`config.mk`:
```
export PLATFORM = sky130hd
export DESIGN_NAME = smx_div
export DESIGN_NICKNAME = d
export VERILOG_FILES = /design/src/rtl/smx_div.sv
export SDC_FILE = /design/constraint.sdc
export NUM_CORES = 1
export LEC_CHECK = 0
export ABC_AREA = 1
export BUFFER_PORTS_ARGS = -buffer_cell sky130_fd_sc_hd__clkbuf_2
export CORE_MARGIN = 2
export CORE_UTILIZATION = 55
export DETAILED_ROUTE_END_ITERATION = 6
export HOLD_SLACK_MARGIN = 0.12
export PLACE_DENSITY = 0.83
export REMOVE_ABC_BUFFERS = 1
export SYNTH_ARGS = -nofsm -noshare
export SYNTH_HDL_FRONTEND = slang
export SYNTH_SLANG_ARGS = --single-unit
export TNS_END_PERCENT = 100
```
`constraint.sdc`:
```
create_clock -name clk_i -period 4.4 [get_ports clk_i]
set_input_delay 0.22 -clock clk_i [delete_from_list [all_inputs] [get_ports clk_i]]
set_output_delay 0.22 -clock clk_i [all_outputs]
set_load 0.02 [all_outputs]
```
`src/rtl/smx_div.sv`:
```
`default_nettype none
// -----------------------------------------------------------------------------
// smx_div
// Iterative signed 32-bit divider, one quotient bit per cycle, truncating.
// -----------------------------------------------------------------------------
module smx_div (
  input  wire logic        clk_i,
  input  wire logic        rst_ni,
  input  wire logic        start_i,
  input  wire logic [31:0] dividend_i,
  input  wire logic [31:0] divisor_i,
  output      logic        done_o,
  output      logic [31:0] quotient_o
);

  logic        busy_q, busy_d;
  logic        done_q, done_d;
  logic [5:0]  cnt_q, cnt_d;
  logic        neg_q, neg_d;
  logic [32:0] rem_q, rem_d;
  logic [31:0] quo_q, quo_d;
  logic [31:0] dvs_q, dvs_d;
  logic [32:0] rem_sh;

  // restoring step on magnitudes, sign applied at the end
  always_comb begin
    busy_d = busy_q;
    done_d = 1'b0;
    cnt_d  = cnt_q;
    neg_d  = neg_q;
    rem_d  = rem_q;
    quo_d  = quo_q;
    dvs_d  = dvs_q;
    rem_sh = {rem_q[31:0], quo_q[31]};
    if (start_i) begin
      busy_d = 1'b1;
      cnt_d  = '0;
      neg_d  = dividend_i[31] ^ divisor_i[31];
      rem_d  = '0;
      quo_d  = dividend_i[31] ? (32'd0 - dividend_i) : dividend_i;
      dvs_d  = divisor_i[31] ? (32'd0 - divisor_i) : divisor_i;
    end else if (busy_q) begin
      if (rem_sh >= {1'b0, dvs_q}) begin
        rem_d = rem_sh - {1'b0, dvs_q};
        quo_d = {quo_q[30:0], 1'b1};
      end else begin
        rem_d = rem_sh;
        quo_d = {quo_q[30:0], 1'b0};
      end
      cnt_d = cnt_q + 6'd1;
      if (cnt_q == 6'd31) begin
        busy_d = 1'b0;
        done_d = 1'b1;
      end
    end
  end

  always_ff @(posedge clk_i or negedge rst_ni) begin
    if (!rst_ni) begin
      busy_q <= 1'b0;
      done_q <= 1'b0;
      cnt_q  <= '0;
    end else begin
      busy_q <= busy_d;
      done_q <= done_d;
      cnt_q  <= cnt_d;
    end
  end

  always_ff @(posedge clk_i) begin
    neg_q <= neg_d;
    rem_q <= rem_d;
    quo_q <= quo_d;
    dvs_q <= dvs_d;
  end

  assign done_o     = done_q;
  assign quotient_o = neg_q ? (32'd0 - quo_q) : quo_q;

endmodule
`default_nettype wire

```
# Yosys cells after proc, flatten, opt, wreduce, memory -nomap -nowiden
# Index checks and enable logic that the tools add are counted.
[word_totals]
output_inout_bits = 33
elab_cells = 32
latch_bits = 0
input_bits = 67
ff_bits = 105
mem_bits_ro = 0
ramBits = 0
memories = 0
[classes]
mul = 0
div_mod_pow = 0
reduce_logical = 1
add_sub_neg = 5
mux = 15
n_bitwise = 1
n_lt_le_gt_ge = 1
shifts = 0
n_eq_ne = 1
[op_table]
columns = ["operator", "count"]
rows = [
  ["$mux 32", 5],
  ["$sub 1x32->32 const A", 3],
  ["$ge 33x32->1", 1],
  ["$sub 32x32->32", 1],
  ["$mux 31", 1],
  ["$mux 6", 2],
  ["$mux 1", 7],
  ["$add 6x1->6 const B", 1],
  ["$eq 6x5->1 const B", 1],
  ["$reduce_bool 2->1", 1],
  ["$xor 1x1->1", 1],
]

# Depth between registers and ports, before layout
# Gate-level depths: netlist of run 1.
[depth]
depth_word = 4
ltp_mapped = 17
mapped_depth_nobuf = 16

# Least setup slack after synthesis of run 1
# Ideal clock, no wire load.
[synth_timing]
path_kind = "flip-flop to flip-flop"
start = "register busy_q"
end = "register quo_q[0], enable pin"
setup_slack_ns = 2.314
setup_time_ns = 0.410
required_ns = 3.990
path_buffers = 1
period_less_slack_ns = 2.086
t_arrival_ns = 1.677
stages_incl_launch_ff = 4
cell_sequence = "dfrtp_1 nor2_1 inv_1 clkbuf_1"
[synth_between]
elab_chain_cells = 1
[synth_rtl]
columns = ["element", "line_no", "text"]
rows = [
  ["from (decl)", "16", "logic busy_q, busy_d;"],
  ["from (signal assigned)", "64", "busy_q <= busy_d;"],
  ["$reduce_bool 2->1 (no source line)", "-", ""],
  ["to (signal assigned)", "73", "quo_q <= quo_d;"],
  ["to (decl)", "21", "logic [31:0] quo_q, quo_d;"],
]
# Every way passes these cells.
# A chain may end at the register's enable or synchronous reset.

# Worst setup path in the final report of run 1
[layout_timing]
start = "register quo_q[0]"
end = "output port quotient_o[16]"
[layout_between]
elab_chain_cells = 2
[layout_rtl]
columns = ["element", "line_no", "text"]
rows = [
  ["$sub 1x32->32", "78", "assign quotient_o = neg_q ? (32'd0 - quo_q) : quo_q;"],
  ["$mux 32", "78", ""],
  ["to (decl)", "13", "output logic [31:0] quotient_o"],
]
# Every way passes these cells.

==> results of run 1 <==
tightest hold or removal path, stage by stage:
cell and delay (ps):
clkbuf_2 100, nand2_1 50, nand2_1 60
power by group through the flow:
stage / Clock (W) / Combinational [W] / Sequential [W]
3_3_place_gp: 0 / 0.00226 / 0.00136
6_report: 0.000792 / 0.00234 / 0.00136
3_5_place_dp: 0 / 0.00230 / 0.00137
5_1_grt: 0.000824 / 0.00263 / 0.00138
2_1_floorplan: 0 / 0.00170 / 0.00135
4_1_cts: 0.000791 / 0.00232 / 0.00136
through the flow:
step | util | power [W] | hold WS, ps | cells | instance area (um^2)
after floorplan | - | 0.00305 | -75.6 | 1441 | 9240
after global placement | 0.605 | 0.00363 | 72.3 | 1769 | 10100
after detailed placement | 0.605 | 0.00367 | 77.1 | 1769 | 10100
after CTS | 0.623 | 0.00446 | 184 | 1787 | 10400
after global routing | 0.623 | 0.00484 | 202 | 1787 | 10400
final | 0.623 | 0.00449 | 184 | 1787 | 10400
per-layer routing:
layer  part of all wire  up-vias
met1               0.42     4144
li1                   -     4799
met5                  0        -
met3              0.056       70
met2               0.49      355
met4              0.037        0
area by class of cell:
type | instances | share of cell area
multi-input cells | 1069 | 0.525
flip-flops and latches | 105 | 0.269
inverters | 267 | 0.0966
repair buffers | 110 | 0.0562
well taps | 220 | 0.0265
clock buffers | 10 | 0.0221
clock inverters | 6 | 0.00494
cells in the mapped netlist (2+ instances only):
| master | instances |
|---|---|
| nand2_1 | 468 |
| inv_1 | 266 |
| nor2_1 | 131 |
| nand3_1 | 119 |
| edfxtp_1 | 65 |
| o21ai_0 | 61 |
| xor2_1 | 56 |
| ha_1 | 36 |
| dfxtp_1 | 32 |
| a21oi_1 | 30 |
| xnor2_1 | 28 |
| nand4_1 | 25 |
| nor3_1 | 21 |
| clkbuf_1 | 20 |
| nand3b_1 | 18 |
| o21ai_1 | 12 |
| nand2_2 | 9 |
| dfrtp_1 | 8 |
| nand3_2 | 7 |
| nor2_2 | 7 |
| buf_2 | 6 |
| a31oi_1 | 5 |
| nor4_1 | 5 |
| buf_6 | 4 |
| nor3_2 | 4 |
| o211ai_1 | 4 |
| and2_1 | 3 |
| nor2_4 | 3 |
| o21bai_1 | 3 |
| buf_1 | 2 |
| o21a_1 | 2 |
logic make-up after synthesis:
| logic type | count (synthesis) | share of synthesized area |
|---|---|---|
| simple gates | 826 | 0.380 |
| flops | 105 | 0.297 |
| fa+ha+maj | 37 | 0.0500 |
| compound gates | 122 | 0.0698 |
| xor+xnor | 84 | 0.0781 |
| buf+inv | 301 | 0.126 |
layout by cell type, fill, tap and decap left out, types with 4 or more instances in the layout:
cell	synthesis	routed
nand3_1	119	119
ha_1	36	36
nor4_1	5	5
clkbuf_2	0	99
o21ai_0	61	61
dfxtp_1	32	32
nor2_1	131	130
a21oi_1	30	30
nor2_2	7	8
dfrtp_1	8	8
a31oi_1	5	5
xnor2_1	28	28
nand3_2	7	7
buf_4	1	9
nand2_2	9	9
nand3b_1	18	18
nand2_1	468	468
nor3_2	4	4
nand4_1	25	25
clkbuf_16	0	9
nor3_1	21	21
o211ai_1	4	4
inv_1	266	266
o21ai_1	12	12
xor2_1	56	56
edfxtp_1	65	65
sequential cells by signal (all words and copies together) (netlist names):
register,count
busy_q,1
cnt_q,6
done_o,1
dvs_q,32
neg_q,1
quo_q,32
rem_q,32
worst paths after layout:
| check | startpoint | to | slack (ps) | cells after the start |
|---|---|---|---|---|
| hold / removal | divisor_i[27] | dvs_q[27] | 180 | 3 |
| min in group asynchronous | rst_ni | cnt_q[4] | 250 | 2 |
| setup / recovery | quo_q[0] | quotient_o[16] | 1500 | 10 |
| max in group asynchronous | rst_ni | cnt_q[1] | 3970 | 2 |
| hold reg to reg | rem_q[15] | rem_q[15] | 470 | 2 |
| setup reg to reg | dvs_q[20] | quo_q[0] | 1650 | 14 |
==> flow_summary.ini, run 1 <==
[outcome]
status = complete, no violations

[route]
wl_per_cell_um = 14.5
avgViaCountPerCell = 5.24
vias = 9368
drtIter0Drc = 735
drc = 0
dr.pass1.iters = 6
ant_nets = 0
routed_wl_mm = 26.0

[power_and_ir_drop]
clkPwrFrac = 0.176
powerDensity_nw_per_um2 = 433
combPwrFrac = 0.521
p_sw_w = 0.00205
pwr-share-seq = 0.302
peakVddDrop_v = 0.000234
intPower_w = 0.00244
leakagePower_nw = 5.46
switching_share = 0.457

[sta]
slew_violations = 0
skew_ps = 11.2
rsz0062_at_grt = no
setup_viol = 0
worst_pin_slew_ps = 928
slew_headroom = 0.381
post-route-period-util = 0.660
finalSetupTns_ps = 0
setup_ws_ps = 1500
fmax_ghz = 0.344
hold_viol = 0
fin_crit_ps = 2900

[placement]
pre_cts_slack_ps = 1670
io_buffers = 99
dp_hpwl_mm = 20.5
routabilityCongestion = 1.04

[worst_setup_path]
cp_data_required_time_ps = 4180
crit_type = flip-flop to primary output
critPathArrivalTime_ps = 2680
start_kind = flip-flop
slowest_stage = edfxtp_1
crit_path_frequent_cell = inv_1
cp_max_fo = 4
cpPeakStageDelay_ps = 470
crit_chain = inv_1 > ha_1 > nand4_1 > nor3_2 > nand2_1 > nor2_1 > inv_1 > o21ai_1 > xnor2_1 > clkbuf_2
crit_path_end_kind = primary output
critPathBufInv = 3
cpLargestDelayFamily = simple AND/OR/NAND/NOR gates

[yosys]
synth_flop_cell = edfxtp_1
synth_edf_count = 65
yosys.area.top_type = edfxtp_1
synth_area_leaders = edfxtp_1 21%, nand2_1 19%, inv_1 11%
yosysWarnings = 0
yosys.cell_types.count = 46
syn_area_um2 = 9420
syn_avg_cell_area_um2 = 6.38
synth_seq_cells = 105
synthCells = 1475
postSynth.asyncResetShare = 0.0762
yosysTopAreaCellShare = 0.207
ys_seq_area_frac = 0.297

[clock_tree]
cts_resized = 0
post_cts_buffers = 0
cts_buffers = 9
clkTransAtPathRegs_ps = 70
clk_path_buf_depth = 2
clkSinkCount = 105
cts-root-buf = clkbuf_16
postCtsHoldBufs = 2
cts_tree = done
clock_latency_ps = 370
htree_levels = 3

[finish]
nets = 1666
n_fill_cell = 1530
num_antenna_cells = 0
seq_area_um2 = 2790
multi_input_area_um2 = 5440
syn2layout_area_growth_pct = 10.2
drive_above_1_share = 0.100

[grt]
met3_usage = 0.0424
grt_pass1_wl_mm = 43.0
antenna_found_initial = 0
grt_max_degree = 45
met2_usage = 0.517
use_met1 = 0.362
grt-ovfl-total = 0
grtUsageTotal = 0.296
grt.busiest_layer = met2
grt_pass1_vias = 8917

[hold_path]
hold_class = input pin to flip-flop

[floorplanning]
die_x_um = 135
core-area_um2 = 16600
io-pin-count = 100
initial_core_util = 0.566
die-area_um2 = 18200
die_h_um = 135
rows = 47

[run]
maxCapViolCount = 0
No activity file was read; power rests on OpenSTA's default activity.
==> run 2, diff against run 1 <==
--- a/config.mk
+++ b/config.mk
@@ -11,7 +11,7 @@
 export CORE_UTILIZATION = 55
 export DETAILED_ROUTE_END_ITERATION = 6
 export HOLD_SLACK_MARGIN = 0.12
-export PLACE_DENSITY = 0.83
+export PLACE_DENSITY = 0.86
 export REMOVE_ABC_BUFFERS = 1
 export SYNTH_ARGS = -nofsm -noshare
 export SYNTH_HDL_FRONTEND = slang
==> constraint.sdc (replaced) <==
create_clock -name clk_i -period 2.6 [get_ports clk_i]
set_input_delay 0.13 -clock clk_i [delete_from_list [all_inputs] [get_ports clk_i]]
set_output_delay 0.13 -clock clk_i [all_outputs]
set_load 0.02 [all_outputs]
==> flow_summary.ini, run 2 (synthesized netlist as in run 1, its figures left out) <==
[worst_setup_path]
cp_max_fo = 3
crit_path_end_kind = primary output
slowest_stage = edfxtp_1
r2r_setup_slack_ps = 240
start_kind = flip-flop
cp_data_required_time_ps = 2470
reg2regPathDepth = 15
r2r-start = quo_q[31]
crit_path_frequent_cell = inv_2
critPathArrivalTime_ps = 2370
worstSetupEndpoint = quotient_o[14]
crit_type = flip-flop to primary output
cpPeakStageDelay_ps = 500
crit_chain = inv_2 > ha_4 > nand4_1 > nor3_4 > nand2_2 > nor2_4 > inv_2 > nand2_1 > xor2_1 > buf_2
crit_start = quo_q[0]
r2r-end = rem_q[30]

[clock_tree]
cts-root-buf = clkbuf_16
clk_path_buf_depth = 2
clock_latency_ps = 370
cts_buffers = 9
htree_levels = 3
cts_tree = done
clkTransAtPathRegs_ps = 70
clkSinkCount = 105

[grt]
grt.busiest_layer = met2
grtUsageTotal = 0.301
grt_pass1_wl_mm = 43.3
grt-ovfl-total = 0
met2_usage = 0.522
antenna_found_initial = 0
grt_pass1_vias = 9021
grt_max_degree = 42
use_met1 = 0.373
met3_usage = 0.0571

[route]
drtIter0Drc = 799
avgViaCountPerCell = 5.32
ant_nets = 0
drc = 0
routed_wl_mm = 26.8
wl_per_cell_um = 14.8
vias = 9613
dr.pass1.iters = 7

[placement]
placed_cells = 1775
routabilityCongestion = 1.01
io_buffers = 99
pre_cts_slack_ps = 241
dp_hpwl_mm = 21.0

[sta]
post-route-period-util = 0.961
fin_crit_ps = 2500
setup_ws_ps = 100
holdWs_ps = 126
rsz0062_at_grt = yes
setup_viol = 0
slew_violations = 0
finalSetupTns_ps = 0
fmax_ghz = 0.400
hold_viol = 0
slew_headroom = 0.590
worst_pin_slew_ps = 615
skew_ps = 13.0

[finish]
layout_commonest_cell = nand2_1
largestRegisters = dvs_q x32, quo_q x32, rem_q x32
multi_input_area_um2 = 5520
n_fill_cell = 1511
drive_above_1_share = 0.114
layout.cells.non_filler = 1808
seq_area_um2 = 2790
num_antenna_cells = 0
nets = 1687
layout_common_cells = 467 x nand2_1, 264 x inv_1, 127 x nor2_1, 118 x nand3_1, 96 x clkbuf_2
syn2layout_area_growth_pct = 13.7

[floorplanning]
die-area_um2 = 18200
die_x_um = 135
rows = 47
core-area_um2 = 16600
io-pin-count = 100
initial_core_util = 0.566
die_h_um = 135

[hold_path]
hold_class = input pin to flip-flop
hold_start = divisor_i[12]

[power_and_ir_drop]
power_w = 0.00795
leakagePower_nw = 5.60
powerDensity_nw_per_um2 = 742
peakVddDrop_v = 0.000424

[outcome]
status = complete, no violations

[run]
maxCapViolCount = 0
-- run 2: cell type report --
cell class                      count  area share
Clock inverter                      4     0.00444
Tap cell                          220      0.0257
Sequential cell                   105       0.261
Timing Repair Buffer              131      0.0741
Inverter                          267      0.0936
Clock buffer                       12      0.0261
Multi-Input combinational cell   1069       0.515
-- run 2: worst min path at each step --
stage	to	slack (ps)	cells after the start
final	dvs_q[12]	130	2
after global placement	done_o	-20	1
after CTS	dvs_q[14]	120	2
after detailed placement	done_o	-10	1
after floorplan	busy_q	-170	0
after global routing	dvs_q[12]	130	2
-- run 2: metal layers --
layer / part of all wire / vias to the layer above
met3: 0.065 / 59
met2: 0.48 / 387
met1: 0.42 / 4310
li1: - / 4857
met4: 0.030 / 0
met5: 0 / -
-- run 2: timing repair --
item | CTS | global route
hold endpoints to repair | 18 | 0
setup endpoints to repair | 6 | 17
pin swaps | 4 | 4
hold buffers | 11 | 0
setup buffers | 3 | 3
gates resized for setup | 7 | 16
-- run 2: report_power, final --
| group | internal, W | switching [W] | total, W |
|---|---|---|---|
| logic | 0.00147 | 0.00267 | 0.00414 |
| registers | 0.00209 | 0.000219 | 0.00231 |
| clock network | 0.000861 | 0.000632 | 0.00149 |
| total | 0.00442 | 0.00352 | 0.00795 |
-- run 2: through the flow --
step / cell area (um^2) / utilization
final: 10700 / 0.643
after floorplan: 9240 / -
after CTS: 10600 / 0.639
after global placement: 10100 / 0.610
after global routing: 10700 / 0.643
after detailed placement: 10100 / 0.610
-- run 2: worst max-delay path: cells and delay by family (launching register included) --
| family | cells | cell delay, ps |
|---|---|---|
| adders and majority gates | 1 | 140 |
| and+or+nand+nor | 5 | 750 |
| DFF | 1 | 500 |
| xor gates and xnor gates | 1 | 230 |
| buffers and inverters | 3 | 390 |
==> run 3, diff against run 2 <==
--- a/config.mk
+++ b/config.mk
@@ -8,10 +8,11 @@
 export ABC_AREA = 1
 export BUFFER_PORTS_ARGS = -buffer_cell sky130_fd_sc_hd__clkbuf_2
 export CORE_MARGIN = 2
-export CORE_UTILIZATION = 55
+export CORE_UTILIZATION = 35
 export DETAILED_ROUTE_END_ITERATION = 6
 export HOLD_SLACK_MARGIN = 0.12
-export PLACE_DENSITY = 0.86
+export PLACE_DENSITY = 0.62
+export RECOVER_POWER = 25
 export REMOVE_ABC_BUFFERS = 1
 export SYNTH_ARGS = -nofsm -noshare
 export SYNTH_HDL_FRONTEND = slang
==> flow_summary.ini, run 3 (synthesized netlist as in run 1, its figures left out) <==
[outcome]
status = complete, no violations

[worst_setup_path]
cpPeakStageDelay_ps = 460
crit_type = flip-flop to primary output
cp_data_required_time_ps = 2470
cpLargestDelayFamily = simple AND/OR/NAND/NOR gates
slowest_stage = edfxtp_1
reg2regPathDepth = 15
cp_max_fo = 5
crit_chain = buf_6 > nor3_4 > nand4_1 > nor2_2 > nand2_2 > nor2_4 > nand3_2 > nand2_4 > nand3_1 > nand2_2 > buf_6
worstSetupPathDepth = 11
r2r_setup_slack_ps = 200
critPathArrivalTime_ps = 2450
crit_path_end_kind = primary output
critPathBufInv = 2
start_kind = flip-flop

[route]
avgViaCountPerCell = 4.92
routed_wl_mm = 28.2
drc = 0
wl_per_cell_um = 14.6
ant_nets = 0
drtIter0Drc = 736
vias = 9517
dr.pass1.iters = 5

[sta]
worst_pin_slew_ps = 1430
fin_crit_ps = 2580
slew_headroom = 0.0448
hold_viol = 0
post-route-period-util = 0.991
slew_violations = 0
skew_ps = 14.3
rsz0062_at_grt = yes
holdWs_ps = 113
setup_viol = 0
setup_ws_ps = 22.8
fmax_ghz = 0.388

[finish]
syn2layout_area_growth_pct = 16.0
drive_above_1_share = 0.120
nets = 1691
layout_commonest_cell = nand2_1
n_fill_cell = 2801
final_core_util = 0.410
layout_common_cells = 459 x nand2_1, 266 x inv_1, 125 x nor2_1, 116 x nand3_1, 82 x clkbuf_2
layout.cells.non_filler = 1933
num_antenna_cells = 0
largestRegisters = dvs_q x32, quo_q x32, rem_q x32

[grt]
antenna_found_initial = 0
grt-ovfl-total = 0
grt_pass1_wl_mm = 45.2
grt_pass1_vias = 9011
grt_max_degree = 42
grtUsageTotal = 0.200

[clock_tree]
htree_levels = 3
clkSinkCount = 105
cts_buffers = 9
cts-root-buf = clkbuf_16
cts_tree = done
clk_path_buf_depth = 2
clkTransAtPathRegs_ps = 70
clock_latency_ps = 380

[floorplanning]
io-pin-count = 100
die_x_um = 168
core-area_um2 = 26700
die_h_um = 168
die-area_um2 = 28200
rows = 60
initial_core_util = 0.353

[placement]
pre_cts_slack_ps = 209
routabilityCongestion = 0.955
dp_hpwl_mm = 22.6
placed_cells = 1901
io_buffers = 99

[power_and_ir_drop]
leakagePower_nw = 5.60
peakVddDrop_v = 0.000349
powerDensity_nw_per_um2 = 729

[hold_path]
worstHoldPathCells = 2
hold_class = input pin to flip-flop

[run]
maxCapViolCount = 0
-- run 3: final timing paths --
kind,to,startpoint
max,quotient_o[27],quo_q[0]
max in group asynchronous,busy_q,rst_ni
min in group asynchronous,cnt_q[5],rst_ni
max reg2reg,rem_q[30],quo_q[31]
min,dvs_q[16],divisor_i[16]
min reg2reg,cnt_q[3],cnt_q[3]
-- run 3: repair_timing --
| action | CTS | global route |
|---|---|---|
| hold buffers | 11 | 0 |
| cloned | 0 | 0 |
| gates resized for setup | 4 | 59 |
| setup endpoints to repair | 5 | 17 |
| hold endpoints to repair | 18 | 0 |
| pin swaps | 1 | 9 |
| buffers inserted | 0 | 5 |
-- run 3: cell type report --
class                   count  area, um^2  area share
inverters                 267        1000      0.0918
clock buffers              11         254      0.0233
well taps                 341         427      0.0391
repair buffers            135         826      0.0756
multi-input cells        1069        5580       0.511
clock inverters             5        43.8     0.00401
flip-flops and latches    105        2790       0.256
-- run 3: per-stage QoR --
stage / setup TNS [ps] / instance area [um^2] / power [W]
6_report: 0 / 10900 / 0.00796
5_1_grt: -496 / 10900 / 0.00858
4_1_cts: 0 / 10700 / 0.00785
3_5_place_dp: 0 / 10300 / 0.00640
3_3_place_gp: 0 / 10300 / 0.00638
2_1_floorplan: 0 / 9240 / 0.00516
-- run 3: metal layers --
layer  up-vias  GRT usage  share of wire
li1       4869          -              -
met5         -          0              0
met1      4317      0.248           0.44
met4         0      0.104          0.044
met3        64     0.0270          0.050
met2       267      0.341           0.47
-- run 3: where the power goes --
| group | internal (W) | total, W | switching, W |
|---|---|---|---|
| Clock | 0.000726 | 0.00143 | 0.000705 |
| Sequential | 0.00209 | 0.00230 | 0.000211 |
| Combinational | 0.00151 | 0.00422 | 0.00271 |
| Total | 0.00433 | 0.00796 | 0.00363 |
